**config.mk**
```make
export PLATFORM = sky130hd
export DESIGN_NAME = led_strip_progress_pattern_unit_flat
export DESIGN_NICKNAME = d
export VERILOG_FILES = /design/src/rtl/lspp_pkg.sv /design/src/rtl/lspp_frame_if.sv /design/src/rtl/lspp_pixel_if.sv /design/src/rtl/lspp_front.sv /design/src/rtl/lspp_queue.sv /design/src/rtl/lspp_back.sv /design/src/rtl/led_strip_progress_pattern_unit.sv /design/src/flat_wrapper.sv
export SDC_FILE = /design/constraint.sdc
export NUM_CORES = 1
export LEC_CHECK = 0
export BUFFER_PORTS_ARGS = -buffer_cell sky130_fd_sc_hd__buf_2
export CAP_MARGIN = 20
export CORE_MARGIN = 5
export CORE_UTILIZATION = 67
export CTS_CLUSTER_SIZE = 14
export DETAILED_ROUTE_END_ITERATION = 12
export PLACE_DENSITY = 0.86
export RECOVER_POWER = 100
export SLEW_MARGIN = 5
export SYNTH_ARGS = -nofsm -noshare
export SYNTH_HDL_FRONTEND = slang
export SYNTH_HIERARCHICAL = 1
export SYNTH_SLANG_ARGS = --single-unit
```
**constraint.sdc**
```tcl
create_clock -name clk -period 10.3 [get_ports clk]
set_clock_uncertainty 0.15 [all_clocks]
set_input_delay 0.515 -clock clk [delete_from_list [all_inputs] [get_ports clk]]
set_output_delay 0.515 -clock clk [all_outputs]
set_load 0.05 [all_outputs]
```
**src/rtl/lspp_pkg.sv**
```systemverilog
`timescale 1ns / 1ps

package lspp_pkg;

    // strip geometry and animation defaults
    localparam int NUM_LEDS_DEF    = 56;
    localparam int DROP_LENGTH_DEF = 8;

    // field widths
    localparam int MODE_W  = 2;
    localparam int DATA_W  = 32;
    localparam int IDX_W   = 6;
    localparam int LEVEL_W = 8;
    localparam int PHASE_W = 4;
    // white count holds 0..64, product holds part * 64
    localparam int CNT_W   = 7;
    localparam int PROD_W  = DATA_W + CNT_W;
    localparam int STEP_W  = 3;

    // color levels
    localparam logic [LEVEL_W-1:0] WHITE_LEVEL = 8'd90;
    localparam logic [LEVEL_W-1:0] ERROR_LEVEL = 8'd70;
    localparam logic [LEVEL_W-1:0] DROP_LVL_0  = 8'd255;
    localparam logic [LEVEL_W-1:0] DROP_LVL_1  = 8'd150;
    localparam logic [LEVEL_W-1:0] DROP_LVL_2  = 8'd75;
    localparam logic [LEVEL_W-1:0] DROP_LVL_3  = 8'd30;
    localparam logic [LEVEL_W-1:0] SOLID_LEVEL = 8'd255;

    typedef enum logic [MODE_W-1:0] {
        MODE_OFF   = 2'd0,
        MODE_SOLID = 2'd1,
        MODE_DROP  = 2'd2,
        MODE_ERROR = 2'd3
    } mode_t;

    typedef enum logic [2:0] {
        F_IDLE,
        F_MUL,
        F_CHECK,
        F_DIV,
        F_PUSH
    } front_state_t;

    // one classified frame handed from front to back
    typedef struct packed {
        mode_t             mode;
        logic [CNT_W-1:0]  white;
        logic [DATA_W-1:0] pattern;
    } frame_job_t;

endpackage

```
**src/rtl/lspp_frame_if.sv**
```systemverilog
`timescale 1ns / 1ps

interface lspp_frame_if;
    import lspp_pkg::*;

    logic              valid;
    logic              ready;
    logic [MODE_W-1:0] mode;
    logic [DATA_W-1:0] part;
    logic [DATA_W-1:0] full_req;

    modport source (output valid, output mode, output part, output full_req, input ready);
    modport sink   (input valid, input mode, input part, input full_req, output ready);
endinterface

```
**src/rtl/lspp_pixel_if.sv**
```systemverilog
`timescale 1ns / 1ps

interface lspp_pixel_if;
    import lspp_pkg::*;

    logic               valid;
    logic               ready;
    logic [IDX_W-1:0]   led_index;
    logic [LEVEL_W-1:0] green;
    logic [LEVEL_W-1:0] red;
    logic [LEVEL_W-1:0] blue;
    logic               last_led;

    modport source (output valid, output led_index, output green, output red, output blue,
                    output last_led, input ready);
    modport sink   (input valid, input led_index, input green, input red, input blue,
                    input last_led, output ready);
endinterface

```
**src/rtl/lspp_front.sv**
```systemverilog
`timescale 1ns / 1ps

module lspp_front
    import lspp_pkg::*;
#(
    parameter int NUM_LEDS = NUM_LEDS_DEF
)
(
    input  logic         clk,
    input  logic         rst_n,
    lspp_frame_if.sink   frame,
    output logic         push_valid,
    input  logic         push_ready,
    output frame_job_t   push_job
);

    front_state_t      state_reg, state_next;
    mode_t             mode_reg;
    logic [DATA_W-1:0] full_reg;
    logic [DATA_W-1:0] part_reg;
    logic [PROD_W-1:0] rem_reg;
    logic [PROD_W-1:0] div_reg;
    logic [CNT_W-1:0]  quo_reg;
    logic [STEP_W-1:0] step_reg;
    logic [CNT_W-1:0]  white_reg;

    logic              rem_ge;
    logic              sat_hit;
    logic [CNT_W-1:0]  quo_step;

    localparam logic [CNT_W-1:0] N_CNT = CNT_W'(NUM_LEDS);

    // one restoring division step and the saturation test
    assign rem_ge   = rem_reg >= div_reg;
    assign sat_hit  = rem_reg >= {full_reg, {CNT_W{1'b0}}};
    assign quo_step = {quo_reg[CNT_W-2:0], rem_ge};

    // next state
    always_comb
    begin
        state_next = state_reg;
        unique case (state_reg)
            F_IDLE:  if (frame.valid) state_next = F_MUL;
            F_MUL:   state_next = F_CHECK;
            F_CHECK:
            begin
                if (full_reg == '0 || sat_hit)
                    state_next = F_PUSH;
                else
                    state_next = F_DIV;
            end
            F_DIV:   if (step_reg == '0) state_next = F_PUSH;
            F_PUSH:  if (push_ready) state_next = F_IDLE;
            default: state_next = F_IDLE;
        endcase
    end

    // outputs
    always_comb
    begin
        frame.ready = 1'b0;
        push_valid  = 1'b0;
        unique case (state_reg)
            F_IDLE:  frame.ready = 1'b1;
            F_PUSH:  push_valid  = 1'b1;
            default: ;
        endcase
    end

    assign push_job.mode    = mode_reg;
    assign push_job.white   = white_reg;
    assign push_job.pattern = full_reg;

    // state register
    always_ff @(posedge clk or negedge rst_n)
    begin
        if (!rst_n)
            state_reg <= F_IDLE;
        else
            state_reg <= state_next;
    end

    // datapath: multiply, saturate, then one quotient bit per cycle
    always_ff @(posedge clk)
    begin
        case (state_reg)
            F_IDLE:
            begin
                if (frame.valid)
                begin
                    mode_reg <= mode_t'(frame.mode);
                    part_reg <= frame.part;
                    full_reg <= frame.full_req;
                end
            end
            F_MUL:
            begin
                rem_reg <= {{CNT_W{1'b0}}, part_reg} * PROD_W'(NUM_LEDS);
            end
            F_CHECK:
            begin
                div_reg  <= {1'b0, full_reg, {(CNT_W-1){1'b0}}};
                quo_reg  <= '0;
                step_reg <= STEP_W'(CNT_W - 1);
                if (full_reg == '0)
                    white_reg <= '0;
                else
                    white_reg <= N_CNT;
            end
            F_DIV:
            begin
                if (rem_ge)
                    rem_reg <= rem_reg - div_reg;
                div_reg  <= div_reg >> 1;
                quo_reg  <= quo_step;
                step_reg <= step_reg - 1'b1;
                if (step_reg == '0)
                    white_reg <= (quo_step > N_CNT) ? N_CNT : quo_step;
            end
            default: ;
        endcase
    end

endmodule

```
**src/rtl/lspp_queue.sv**
```systemverilog
`timescale 1ns / 1ps

module lspp_queue
    import lspp_pkg::*;
(
    input  logic       clk,
    input  logic       rst_n,
    input  logic       push_valid,
    output logic       push_ready,
    input  frame_job_t push_job,
    output logic       pop_valid,
    input  logic       pop_ready,
    output frame_job_t pop_job
);

    frame_job_t entry_reg [2];
    logic       wr_ptr_reg;
    logic       rd_ptr_reg;
    logic [1:0] count_reg;
    logic       do_push;
    logic       do_pop;

    assign push_ready = count_reg != 2'd2;
    assign pop_valid  = count_reg != 2'd0;
    assign pop_job    = entry_reg[rd_ptr_reg];
    assign do_push    = push_valid && push_ready;
    assign do_pop     = pop_valid && pop_ready;

    // pointers and fill count
    always_ff @(posedge clk or negedge rst_n)
    begin
        if (!rst_n)
        begin
            wr_ptr_reg <= 1'b0;
            rd_ptr_reg <= 1'b0;
            count_reg  <= 2'd0;
        end
        else
        begin
            if (do_push)
                wr_ptr_reg <= ~wr_ptr_reg;
            if (do_pop)
                rd_ptr_reg <= ~rd_ptr_reg;
            if (do_push && !do_pop)
                count_reg <= count_reg + 2'd1;
            else if (do_pop && !do_push)
                count_reg <= count_reg - 2'd1;
        end
    end

    // entry storage
    always_ff @(posedge clk)
    begin
        if (do_push)
            entry_reg[wr_ptr_reg] <= push_job;
    end

endmodule

```
**src/rtl/lspp_back.sv**
```systemverilog
`timescale 1ns / 1ps

module lspp_back
    import lspp_pkg::*;
#(
    parameter int NUM_LEDS    = NUM_LEDS_DEF,
    parameter int DROP_LENGTH = DROP_LENGTH_DEF
)
(
    input  logic         clk,
    input  logic         rst_n,
    input  logic         pop_valid,
    output logic         pop_ready,
    input  frame_job_t   pop_job,
    lspp_pixel_if.source pixel
);

    localparam logic [PHASE_W-1:0] TOP      = PHASE_W'(DROP_LENGTH);
    localparam logic [IDX_W-1:0]   LAST_IDX = IDX_W'(NUM_LEDS - 1);

    function automatic logic [PHASE_W-1:0] phase_down(input logic [PHASE_W-1:0] p);
        if (p <= PHASE_W'(1) || p > TOP)
            return TOP;
        return p - 1'b1;
    endfunction

    function automatic logic [LEVEL_W-1:0] drop_level(input logic [PHASE_W-1:0] p);
        if (p == TOP)                return DROP_LVL_0;
        if (p == TOP - PHASE_W'(1))  return DROP_LVL_1;
        if (p == TOP - PHASE_W'(2))  return DROP_LVL_2;
        if (p == TOP - PHASE_W'(3))  return DROP_LVL_3;
        return '0;
    endfunction

    logic               busy_reg;
    mode_t              mode_reg;
    logic [CNT_W-1:0]   white_reg;
    logic [DATA_W-1:0]  pattern_reg;
    logic [PHASE_W-1:0] phase_reg;
    logic [PHASE_W-1:0] drop_phase_reg;
    logic [IDX_W-1:0]   idx_reg;

    logic               out_valid_reg;
    logic [IDX_W-1:0]   out_idx_reg;
    logic [LEVEL_W-1:0] out_green_reg;
    logic [LEVEL_W-1:0] out_red_reg;
    logic [LEVEL_W-1:0] out_blue_reg;
    logic               out_last_reg;

    logic               emit;
    logic               is_white;
    logic               is_last;
    logic [LEVEL_W-1:0] green_next;
    logic [LEVEL_W-1:0] red_next;
    logic [LEVEL_W-1:0] blue_next;

    assign pop_ready = !busy_reg;
    assign emit      = busy_reg && (!out_valid_reg || pixel.ready);
    assign is_white  = {1'b0, idx_reg} < white_reg;
    assign is_last   = idx_reg == LAST_IDX;

    // colors of the current led
    always_comb
    begin
        green_next = '0;
        red_next   = '0;
        blue_next  = '0;
        if (is_white)
        begin
            green_next = WHITE_LEVEL;
            red_next   = WHITE_LEVEL;
            blue_next  = WHITE_LEVEL;
        end
        else
        begin
            case (mode_reg)
                MODE_DROP:  blue_next = drop_level(phase_reg);
                MODE_SOLID: blue_next = SOLID_LEVEL;
                MODE_ERROR: if (pattern_reg[0]) red_next = ERROR_LEVEL;
                default:    ;
            endcase
        end
    end

    // frame walk and kept droplet phase
    always_ff @(posedge clk or negedge rst_n)
    begin
        if (!rst_n)
        begin
            busy_reg       <= 1'b0;
            drop_phase_reg <= TOP;
            out_valid_reg  <= 1'b0;
        end
        else
        begin
            if (!busy_reg && pop_valid)
                busy_reg <= 1'b1;
            else if (emit && is_last)
            begin
                busy_reg <= 1'b0;
                if (mode_reg == MODE_DROP)
                    drop_phase_reg <= phase_down(drop_phase_reg);
            end

            if (emit)
                out_valid_reg <= 1'b1;
            else if (pixel.ready)
                out_valid_reg <= 1'b0;
        end
    end

    // per-frame job data and output word
    always_ff @(posedge clk)
    begin
        if (!busy_reg && pop_valid)
        begin
            mode_reg    <= pop_job.mode;
            white_reg   <= pop_job.white;
            pattern_reg <= pop_job.pattern;
            phase_reg   <= drop_phase_reg;
            idx_reg     <= '0;
        end
        else if (emit)
        begin
            idx_reg <= idx_reg + 1'b1;
            if (!is_white && mode_reg == MODE_DROP)
                phase_reg <= phase_down(phase_reg);
            if (mode_reg == MODE_ERROR)
                pattern_reg <= {1'b1, pattern_reg[DATA_W-1:1]};
        end

        if (emit)
        begin
            out_idx_reg   <= idx_reg;
            out_green_reg <= green_next;
            out_red_reg   <= red_next;
            out_blue_reg  <= blue_next;
            out_last_reg  <= is_last;
        end
    end

    assign pixel.valid     = out_valid_reg;
    assign pixel.led_index = out_idx_reg;
    assign pixel.green     = out_green_reg;
    assign pixel.red       = out_red_reg;
    assign pixel.blue      = out_blue_reg;
    assign pixel.last_led  = out_last_reg;

endmodule

```
**src/rtl/led_strip_progress_pattern_unit.sv**
```systemverilog
`timescale 1ns / 1ps

// channel  direction  word
// frame    in         mode, part, full_req (one request per frame)
// pixel    out        led_index, green, red, blue, last_led (one per led)
//
// the front takes a request, forms part * NUM_LEDS in its multiply state and
// finds the white count with a restoring divider, one quotient bit a cycle.
// a two-entry queue feeds the back, which sends one led word a cycle while
// the pixel channel is ready. reset clears the handshakes, empties the
// queue and sets the droplet phase to DROP_LENGTH. a stalled pixel channel
// holds the back, and the front as well once the queue is full.

module led_strip_progress_pattern_unit
    import lspp_pkg::*;
#(
    parameter int NUM_LEDS    = NUM_LEDS_DEF,
    parameter int DROP_LENGTH = DROP_LENGTH_DEF
)
(
    input  logic         clk,
    input  logic         rst_n,
    lspp_frame_if.sink   frame,
    lspp_pixel_if.source pixel
);

    logic       push_valid;
    logic       push_ready;
    frame_job_t push_job;
    logic       pop_valid;
    logic       pop_ready;
    frame_job_t pop_job;

    // request classification and white count
    lspp_front #(
        .NUM_LEDS (NUM_LEDS)
    ) u_front (
        .clk        (clk),
        .rst_n      (rst_n),
        .frame      (frame),
        .push_valid (push_valid),
        .push_ready (push_ready),
        .push_job   (push_job)
    );

    // job queue between front and back
    lspp_queue u_queue (
        .clk        (clk),
        .rst_n      (rst_n),
        .push_valid (push_valid),
        .push_ready (push_ready),
        .push_job   (push_job),
        .pop_valid  (pop_valid),
        .pop_ready  (pop_ready),
        .pop_job    (pop_job)
    );

    // led pattern generation
    lspp_back #(
        .NUM_LEDS    (NUM_LEDS),
        .DROP_LENGTH (DROP_LENGTH)
    ) u_back (
        .clk       (clk),
        .rst_n     (rst_n),
        .pop_valid (pop_valid),
        .pop_ready (pop_ready),
        .pop_job   (pop_job),
        .pixel     (pixel)
    );

endmodule

```
**src/flat_wrapper.sv**
```systemverilog
// flat-port wrapper written by rule: the top's interface ports become plain ports
module led_strip_progress_pattern_unit_flat import lspp_pkg::*;
#(
    parameter int NUM_LEDS    = NUM_LEDS_DEF,
    parameter int DROP_LENGTH = DROP_LENGTH_DEF
)
  (clk, rst_n, frame_valid, frame_mode, frame_part, frame_full_req, frame_ready, pixel_valid, pixel_led_index, pixel_green, pixel_red, pixel_blue, pixel_last_led, pixel_ready);
  lspp_frame_if frame_i ();
  lspp_pixel_if pixel_i ();
  input  logic clk;
  input  logic rst_n;
  input wire logic [$bits(frame_i.valid)-1:0] frame_valid;
  input wire logic [$bits(frame_i.mode)-1:0] frame_mode;
  input wire logic [$bits(frame_i.part)-1:0] frame_part;
  input wire logic [$bits(frame_i.full_req)-1:0] frame_full_req;
  output wire logic [$bits(frame_i.ready)-1:0] frame_ready;
  output wire logic [$bits(pixel_i.valid)-1:0] pixel_valid;
  output wire logic [$bits(pixel_i.led_index)-1:0] pixel_led_index;
  output wire logic [$bits(pixel_i.green)-1:0] pixel_green;
  output wire logic [$bits(pixel_i.red)-1:0] pixel_red;
  output wire logic [$bits(pixel_i.blue)-1:0] pixel_blue;
  output wire logic [$bits(pixel_i.last_led)-1:0] pixel_last_led;
  input wire logic [$bits(pixel_i.ready)-1:0] pixel_ready;
  assign frame_i.valid = frame_valid;
  assign frame_i.mode = frame_mode;
  assign frame_i.part = frame_part;
  assign frame_i.full_req = frame_full_req;
  assign frame_ready = frame_i.ready;
  assign pixel_valid = pixel_i.valid;
  assign pixel_led_index = pixel_i.led_index;
  assign pixel_green = pixel_i.green;
  assign pixel_red = pixel_i.red;
  assign pixel_blue = pixel_i.blue;
  assign pixel_last_led = pixel_i.last_led;
  assign pixel_i.ready = pixel_ready;
  led_strip_progress_pattern_unit #(.NUM_LEDS(NUM_LEDS), .DROP_LENGTH(DROP_LENGTH)) u_core (.clk(clk), .rst_n(rst_n), .frame(frame_i), .pixel(pixel_i));
endmodule
```
==> results of run 1 <==
-- cells in the mapped netlist (4+ instances only) --
cell and number:
nand4b_1 4, o21ai_0 98, nor3_1 21, edfxtp_1 305, nor2b_1 14, buf_2 12
and2_1 11, nand4_1 21, a21oi_1 89, and3_1 17, o21ai_1 15, xor2_1 37
buf_12 4, dfxtp_1 6, fa_1 33, or2_2 4, nand2_1 201, a31oi_1 16
xnor2_1 33, a221oi_1 6, inv_1 105, a211oi_1 8, nand2b_1 19, clkbuf_1 29
mux2_4 39, nor2_1 88, dfrtp_1 12, buf_4 12, ha_1 124, o21a_1 12
o21bai_1 10, a21o_1 39, nand3_1 25, nor4_1 10, o31ai_1 6
-- area by class of cell --
class	instances	area, sq um
clock inverter	18	168
sequential	324	9610
timing repair buffer	106	482
fill	1821	7170
multi-input combinational	1078	7590
clock buffer	47	952
inverter	108	405
tap	341	427
-- metrics by stage --
step                setup WS, ns  area (sq um)  utilization, %
finish                      4.80         19600            73.3
global route                4.32         19600            73.3
CTS                         6.49         19900            74.4
detailed placement          6.51         18800            70.2
global placement            6.53         18800            70.2
floorplan                   4.68         18100               -
-- repair_timing --
action,in CTS,in global routing
hold buffers,1,0
hold endpoints to repair,12,0
buffers inserted,0,0
-- metal layers --
| layer | routed length [microns] | share of wire (%) | vias up | GRT usage, % |
|---|---|---|---|---|
| li1 | - | - | 5814 | - |
| met1 | 16400 | 42 | 5886 | 34.8 |
| met2 | 19100 | 49 | 450 | 43.4 |
| met3 | 2330 | 6.0 | 73 | 3.15 |
| met4 | 1080 | 2.8 | 0 | 7.75 |
| met5 | 0 | 0 | - | 0 |
-- report_power, final --
group / total, mW / internal (mW) / switching [mW]
clock network: 1.21 / 0.709 / 0.505
logic: 3.24 / 1.24 / 2.00
registers: 2.18 / 1.95 / 0.227
total: 6.63 / 3.90 / 2.73
-- kinds of logic after synthesis --
group                    count (synthesis)  share of synthesized area (%)
AO/OA/AOI/OAI                          340                           11.9
XOR/XNOR                                70                           3.38
adder cells (fa/ha/maj)                157                           12.2
buffers and inverters                  167                           4.19
flip-flops                             324                           53.0
multiplexers                            44                           3.52
other                                    2                         0.0414
AND/OR/NAND/NOR                        459                           11.8
-- worst max-delay path: stages (launching register included) --
cell,delay [ns]
dfrtp_1,0.54
inv_1,0.16
nor2_1,0.98
clkbuf_1,2.62
nand3_1,0.51
o31ai_1,0.26
-- path summary, 6_finish.rpt --
| kind | end | slack, ns | cells past startpoint |
|---|---|---|---|
| setup / recovery | u_core/u_front/rem_reg[8] | 4.80 | 5 |
| max in group asynchronous | u_core/u_queue/rd_ptr_reg | 8.89 | 2 |
| hold / removal | u_core/u_front/part_reg[29] | 0.02 | 1 |
| min in group asynchronous | u_core/u_back/pixel.valid | 0.51 | 2 |
| hold reg to reg | u_core/u_queue/entry_reg[0][40] | 0.30 | 0 |
| setup reg to reg | u_core/u_front/rem_reg[8] | 4.80 | 5 |
==> impl_metrics.yaml, run 1 <==
timing:
  layout_min_cycle_time_ns: 5.50
  slew_headroom_pct: -142
  rsz0062_at_grt: "no"
  fin_crit_sh_pct: 53.4
  hold_viol: 0
  maxSlewViolCount: 537
  whs_ns: 0.0209
  tightest_slew_ns: 3.63
  setup_tns_ns: 0
  setup_viol: 0
  clock.fmax_mhz: 182
clocking:
  clockBufferDepth: 3
  cts_inserted_buffers: 36
  cts_resized: 0
  clk_pin_slew_ns: 0.06
  cts_tree: "built"
  htreeDepth: 2
  cts-root-buf: "clkbuf_16"
  numClockSinks: 324
  clock_latency_ns: 0.52
synth:
  netlist.top_cell.by_area: "edfxtp_1"
  syn-mean-instance-area_sq_um: 11.6
  synth_flop_cell: "edfxtp_1"
  ys_ff_latch: 324
  synth.yosys.seq_area_share_pct: 53.0
  syn_inst: 1563
  synth_area_leaders: "edfxtp_1, ha_1, nand2_1, fa_1, mux2_4"
  synth-edff-count: 305
  async_flop_share_pct: 4.01
  yosys_warnings: 6
  yosysTopAreaCellShare_pct: 50.5
  ys_types: 83
  netlist_area_sq_um: 18100
worst_setup_path:
  critPathRequiredTime_ns: 10.43
  worst-path-max-fanout: 92
  end_kind: "register"
  worst_setup_path_start_kind: "register"
  reg2reg_from: "u_core/u_front/state_reg[0]"
  crit_start: "u_core/u_front/state_reg[0]"
  critical_path_class: "reg -> reg"
  critical_path_arrival_ns: 5.63
global_route:
  grt_antenna_before_repair: 0
  grt_overflow: 0
  grt_pass1_wl_mm: 62.9
  grt_pass1_vias: 12100
  grt_max_degree: 93
  grt_use_total_pct: 25.5
detailed_routing:
  wl_per_cell_microns: 19.3
  vias: 12200
  drtAntennaViolNets: 0
  first_iter_violations: 989
  vias_per_cell: 6.05
  drc: 0
  drt-total-wl_mm: 38.9
  first_pass_iters: 5
die:
  num_rows: 60
  die_area_sq_um: 30400
  die_h_microns: 174
  io_pins: 103
  start_util_pct: 67.6
  dieWidth_microns: 174
  coreArea_sq_um: 26800
placement:
  portBuffers: 95
  gp_congestion: 0.961
  place_inst: 1956
  hpwl_mm: 27.6
cells_and_area:
  fin_cells: 2022
  final_common_cell: "edfxtp_1"
  fin_nets: 1881
  insertedDiodeCount: 0
  largest_reg_flops: 82
  syn_to_final_growth_pct: 8.32
  drive_gt1_share_pct: 8.27
  layout_common_cells: "edfxtp_1, nand2_1, ha_1"
run_status:
  status: "finished, violations left"
  violations: "max-capacitance violations, max-slew violations"
power:
  power_density_nw_per_um2: 338
  peakVddDrop_v: 0.000186
  power_mw: 6.63
  p_leak_nw: 7.77
hold_path:
  hp-class: "in -> reg"
  min-delay-start: "frame_part[29]"
job:
  maxCapViolCount: 12
Note: power is estimated with default switching activity, not from simulation.
==> inputs of run 2 (changes only) <==
--- a/config.mk
+++ b/config.mk
@@ -5,13 +5,14 @@
 export SDC_FILE = /design/constraint.sdc
 export NUM_CORES = 1
 export LEC_CHECK = 0
+export ABC_AREA = 1
 export BUFFER_PORTS_ARGS = -buffer_cell sky130_fd_sc_hd__buf_2
 export CAP_MARGIN = 20
 export CORE_MARGIN = 5
-export CORE_UTILIZATION = 67
+export CORE_UTILIZATION = 62
 export CTS_CLUSTER_SIZE = 14
 export DETAILED_ROUTE_END_ITERATION = 12
-export PLACE_DENSITY = 0.86
+export PLACE_DENSITY = 0.81
 export RECOVER_POWER = 100
 export SLEW_MARGIN = 5
 export SYNTH_ARGS = -nofsm -noshare
==> constraint.sdc (replaced) <==
create_clock -name clk -period 5.6 [get_ports clk]
set_clock_uncertainty 0.15 [all_clocks]
set_input_delay 0.28 -clock clk [delete_from_list [all_inputs] [get_ports clk]]
set_output_delay 0.28 -clock clk [all_outputs]
set_load 0.05 [all_outputs]
==> run 2 against run 1 <==
  * The run still ends with max-capacitance violations, max-slew violations left
  * Non-clock buffer count rose by 67
  * Worst hold slack better by 0.0022 ns
  * Maximum frequency grew 32%
  * Routed wire length up 26%
  * Synthesized cell count grew 36%
  * Worst setup slack worse by 3.4 ns
  * Via count rose by 26%
  * Critical path type unchanged
  * Critical endpoint is now u_core/u_back/pattern_reg[15]
  * Largest cell class unchanged
  * Largest power group unchanged
  * Highest routed layer unchanged
==> impl_metrics.yaml, run 2 <==
cells_and_area:
  drive_gt1_share_pct: 7.44
  insertedDiodeCount: 0
  register_area_sq_um: 9610
  final_util_pct: 71.1
  fin_nets: 2526
  final_common_cell: "nand2_1"
  largest_reg_flops: 82
  syn_to_final_growth_pct: 13.2
  nFillCells: 2278
  multi_input_area_sq_um: 8400
  final_design_area_no_fill_sq_um: 21700
  fin_cells: 2721
  layout_common_cells: "nand2_1, edfxtp_1, inv_1"
synth:
  synth.yosys.seq_area_share_pct: 50.0
  synth_common_cells: "nand2_1, edfxtp_1, inv_1"
  yosysMostFrequentCell: "nand2_1"
  ys_ff_latch: 324
  synth_mux_area_share_pct: 0.111
  synth-edff-count: 305
  synth_flop_cell: "edfxtp_1"
  synth_fa_ha_area_share_pct: 11.5
  synthXorXnorAreaFrac_pct: 0.905
  synth_area_leaders: "edfxtp_1, nand2_1, ha_1, inv_1, fa_1"
  synth_compound_area_share_pct: 8.22
  syn-mean-instance-area_sq_um: 9.03
  synth-simple-area-share_pct: 22.9
  netlist_area_sq_um: 19200
  async_flop_share_pct: 4.01
  ys_types: 57
  yosysTopAreaCellShare_pct: 47.7
  synth_top_family_by_area: "simple AND/OR/NAND/NOR gates"
  yosys_warnings: 6
  netlist.top_cell.by_area: "edfxtp_1"
  syn_inst: 2127
worst_setup_path:
  end_kind: "register"
  reg2reg_from: "u_core/u_queue/count_reg[1]"
  crit_slowest_cell: "clkbuf_1"
  worst-path-max-fanout: 46
  cpPeakStageDelay_ns: 1.71
  timing.rr.end: "u_core/u_back/pattern_reg[15]"
  r2r_slack_ns: 1.42
  worst_setup_path_start_kind: "register"
  crit_chain: "inv_1 > nand2_1 > inv_1 > nor2_2 > clkbuf_1 > inv_1 > buf_4 > nand2_1 > buf_4"
  crit_family: "buffers and inverters"
  critical_path_arrival_ns: 4.23
  critPathBufInv: 6
  critical_path_class: "reg -> reg"
  critPathRequiredTime_ns: 5.65
  r2r_cells: 9
  cpMostUsedCell: "inv_1"
placement:
  place_area_sq_um: 20000
  place_inst: 2589
  portBuffers: 95
  hpwl_mm: 35.9
  dp_worst_setup_slack_ns: 2.34
  gp_congestion: 0.960
timing:
  maxSlewViolCount: 473
  setup_viol: 0
  whs_ns: 0.0231
  slew_headroom_pct: -160
  layout_min_cycle_time_ns: 4.18
  clock.fmax_mhz: 239
  setup_tns_ns: 0
  hold_viol: 0
  rsz0062_at_grt: "no"
  tightest_slew_ns: 3.91
  fin_crit_sh_pct: 74.6
  fin_ws_ns: 1.42
hold_path:
  min_to: "u_core/u_front/state_reg[0]"
  min-delay-start: "frame_valid"
  min_path_cells: 5
  hp-class: "in -> reg"
detailed_routing:
  drtAntennaViolNets: 0
  first_pass_iters: 6
  drt-total-wl_mm: 49.2
  vias: 15300
  first_iter_violations: 1419
  vias_per_cell: 5.64
  wl_per_cell_microns: 18.1
  drc: 0
global_route:
  grt_pass1_wl_mm: 77.6
  grt_use_total_pct: 28.7
  grt_overflow: 0
  grt_pass1_vias: 15000
  grt_max_degree: 102
  grt_antenna_before_repair: 0
clocking:
  clk_pin_slew_ns: 0.06
  cts_inserted_buffers: 36
  cts_tree: "built"
  numClockSinks: 324
  clockBufferDepth: 3
  cts_setup_buffers: 0
  htreeDepth: 2
  cts-root-buf: "clkbuf_16"
  clock_latency_ns: 0.53
power:
  power_mw: 12.9
  power_frac_seq_pct: 30.9
  power.internal_mw: 7.05
  p_leak_nw: 9.49
  power_density_nw_per_um2: 593
  p_comb_share_pct: 50.7
  swShare_pct: 45.3
  power.share.clock_pct: 18.4
  p_switching_mw: 5.85
  peakVddDrop_v: 0.000351
die:
  start_util_pct: 62.8
  die_area_sq_um: 34600
  die_h_microns: 186
  coreArea_sq_um: 30600
  io_pins: 103
  num_rows: 64
  dieWidth_microns: 186
job:
  maxCapViolCount: 9
run_status:
  status: "finished, violations left"
  violations: "max-capacitance violations, max-slew violations"
-- run 2: layout make-up --
class	count	share of cell area, %
flip-flops and latches	324	44.2
clock inverters	19	1.05
well taps	396	2.28
inverters	238	4.11
multi-input cells	1526	38.6
repair buffers	173	5.37
clock buffers	45	4.39
-- run 2: per-layer routing --
metal | vias up | global-route usage (%) | part of all wire, %
li1 | 7444 | - | -
met1 | 7234 | 38.9 | 41
met2 | 564 | 48.6 | 48
met3 | 101 | 3.75 | 6.9
met4 | 0 | 8.86 | 3.1
met5 | - | 0 | 0
-- run 2: how the worst max path moves through the flow --
stage | startpoint | endpoint | slack, ns | cells after the start
after floorplan | u_core/u_front/state_reg[0] | u_core/u_front/full_reg[0] | 0.82 | 1
after global placement | u_core/u_front/part_reg[0] | u_core/u_front/rem_reg[31] | 2.40 | 12
after detailed placement | u_core/u_front/part_reg[0] | u_core/u_front/rem_reg[31] | 2.34 | 12
after CTS | u_core/u_front/part_reg[0] | u_core/u_front/rem_reg[31] | 2.31 | 12
after global routing | u_core/u_queue/count_reg[1] | u_core/u_back/pattern_reg[23] | 1.08 | 9
final | u_core/u_queue/count_reg[1] | u_core/u_back/pattern_reg[15] | 1.42 | 9
-- run 2: timing repair --
action,CTS,global route
hold buffers,68,0
gates resized for setup,0,0
hold endpoints to repair,80,0
-- run 2: worst min-delay path, cell delays in order --
cell,delay [ns]
buf_2,0.11
inv_1,0.10
nand2_1,0.07
nand2_1,0.06
a21oi_1,0.04
-- run 2: cell families after synthesis --
kind of cell | Yosys count
mux | 2
compound gates | 288
xor+xnor | 19
flops | 324
buf+inv | 283
other cells | 2
fa+ha+maj | 157
simple gates | 1052
-- run 2: power groups by stage --
stage               clock (mW)  combinational (mW)  sequential, mW
finish                    2.37                6.54            3.98
CTS                       2.40                6.46            3.94
global route              2.52                7.29            4.04
floorplan                    0                4.60            3.94
global placement             0                6.27            3.95
detailed placement           0                6.38            3.98
==> inputs of run 3 (changes only) <==
--- a/config.mk
+++ b/config.mk
@@ -9,10 +9,10 @@
 export BUFFER_PORTS_ARGS = -buffer_cell sky130_fd_sc_hd__buf_2
 export CAP_MARGIN = 20
 export CORE_MARGIN = 5
-export CORE_UTILIZATION = 62
+export CORE_UTILIZATION = 56
 export CTS_CLUSTER_SIZE = 14
 export DETAILED_ROUTE_END_ITERATION = 12
-export PLACE_DENSITY = 0.81
+export PLACE_DENSITY = 0.77
 export RECOVER_POWER = 100
 export SLEW_MARGIN = 5
 export SYNTH_ARGS = -nofsm -noshare
==> constraint.sdc (replaced) <==
create_clock -name clk -period 3.4 [get_ports clk]
set_clock_uncertainty 0.15 [all_clocks]
set_input_delay 0.17 -clock clk [delete_from_list [all_inputs] [get_ports clk]]
set_output_delay 0.17 -clock clk [all_outputs]
set_load 0.05 [all_outputs]
==> run 3 against run 2 <==
  * The flow still finishes with violations (max-capacitance violations, max-slew violations)
  * Flip-flop and latch count stayed put
  * Routed wire length shrank 2.7%
  * Non-clock buffer count grew 6
  * Cell count up 2.3%
  * Largest cell class unchanged
  * Largest power group unchanged
  * Highest routed layer unchanged
==> impl_metrics.yaml, run 3 (synthesis results as in run 2) <==
run_status:
  status: "finished, violations left"
  violations: "max-capacitance violations, max-slew violations"
power:
  p_leak_nw: 9.61
  power_mw: 21.4
  swShare_pct: 44.6
  peakVddDrop_v: 0.000558
  power.internal_mw: 11.9
  p_switching_mw: 9.54
  power_density_nw_per_um2: 974
  p_comb_share_pct: 49.5
  power_frac_seq_pct: 30.6
  power.share.clock_pct: 20.0
detailed_routing:
  drc: 0
  vias_per_cell: 5.46
  wl_per_cell_microns: 17.2
  drtAntennaViolNets: 0
  vias: 15200
  first_pass_iters: 6
  first_iter_violations: 1303
  drt-total-wl_mm: 47.9
cells_and_area:
  register_area_sq_um: 9610
  final_common_cell: "nand2_1"
  layout_common_cells: "nand2_1, edfxtp_1, inv_1"
  nFillCells: 2717
  multi_input_area_sq_um: 8380
  drive_gt1_share_pct: 8.05
  largest_reg_flops: 82
  syn_to_final_growth_pct: 14.5
  final_design_area_no_fill_sq_um: 22000
  insertedDiodeCount: 0
  fin_nets: 2533
clocking:
  clock_latency_ns: 0.54
  numClockSinks: 324
  clk_pin_slew_ns: 0.06
  cts-root-buf: "clkbuf_16"
  cts_tree: "built"
  cts_setup_buffers: 0
  cts_inserted_buffers: 37
  clockBufferDepth: 3
  htreeDepth: 2
worst_setup_path:
  worst-path-max-fanout: 4
  critical_path_class: "reg -> reg"
  worst_setup_path_start_kind: "register"
  reg2reg_from: "u_core/u_front/part_reg[0]"
  end_kind: "register"
  critPathRequiredTime_ns: 3.53
  critical_path_arrival_ns: 3.31
  crit_start: "u_core/u_front/part_reg[0]"
die:
  num_rows: 67
  coreArea_sq_um: 33700
  start_util_pct: 57.0
  die_h_microns: 195
  dieWidth_microns: 195
  io_pins: 103
  die_area_sq_um: 38100
global_route:
  grt_max_degree: 95
  grt_pass1_vias: 15000
  grt_use_total_pct: 24.6
  grt_overflow: 0
  grt_pass1_wl_mm: 76.2
  grt_antenna_before_repair: 0
timing:
  setup_tns_ns: 0
  hold_viol: 0
  maxSlewViolCount: 76
  slew_headroom_pct: -9.56
  whs_ns: 0.188
  layout_min_cycle_time_ns: 3.18
  setup_viol: 0
  tightest_slew_ns: 1.64
  rsz0062_at_grt: "no"
  clock.fmax_mhz: 314
  fin_crit_sh_pct: 93.5
placement:
  portBuffers: 95
  hpwl_mm: 34.6
  gp_congestion: 0.977
  place_area_sq_um: 20100
hold_path:
  min-delay-start: "frame_part[19]"
  hp-class: "in -> reg"
job:
  maxCapViolCount: 2
## run 3: final timing paths
check	to	slack [ns]	depth (start not counted)
max	u_core/u_front/rem_reg[33]	0.22	12
max reg2reg	u_core/u_front/rem_reg[33]	0.22	12
min in group asynchronous	u_core/u_back/drop_phase_reg[3]	0.61	3
min	u_core/u_front/part_reg[19]	0.19	2
max in group asynchronous	u_core/u_back/drop_phase_reg[2]	1.37	4
min reg2reg	u_core/u_queue/entry_reg[0][32]	0.30	0
## run 3: stage by stage
step	std cells	worst slack (ns)	utilization (%)
global route	2783	0.0497	65.3
floorplan	2133	-0.0415	-
global placement	2644	0.341	59.7
CTS	2783	0.232	65.7
finish	2783	0.220	65.3
detailed placement	2644	0.232	59.7
## run 3: layer usage
metal  share of wire, %  GRT usage, %  vias to the layer above
met3                5.7          3.21                      101
met2                 48          41.5                      511
met5                  0             0                        -
met1                 43          33.5                     7130
li1                   -             -                     7465
met4                3.0          7.86                        0
## run 3: what timing repair did
item                                   in CTS  in global routing
endpoints found under the hold margin      81                  0
gates resized for setup                     0                  0
hold buffers                               71                  0
## run 3: worst max-delay path, cell delays in order (launching register included)
cell and delay, ns:
edfxtp_1 0.43, fa_1 0.56, ha_1 0.24, inv_1 0.07, fa_1 0.44, o21ai_2 0.26
a21oi_1 0.14, o21ai_2 0.22, nand2_1 0.13, nand2_1 0.10, nand2_1 0.05, nand3_1 0.06
nand2_1 0.06
## run 3: final cells by class
type	count	share of cell area, %
Timing Repair Buffer	179	5.64
Inverter	238	4.06
Clock buffer	42	4.39
Clock inverter	26	1.60
Tap cell	448	2.55
Sequential cell	324	43.7
Multi-Input combinational cell	1526	38.1
## run 3: power groups by stage
stage / clock network (mW) / registers [mW] / logic, mW
after detailed placement: 0 / 6.58 / 10.4
after floorplan: 0 / 6.49 / 7.59
final: 4.27 / 6.55 / 10.6
after CTS: 4.35 / 6.52 / 10.5
after global placement: 0 / 6.55 / 10.2
after global routing: 4.54 / 6.65 / 11.9
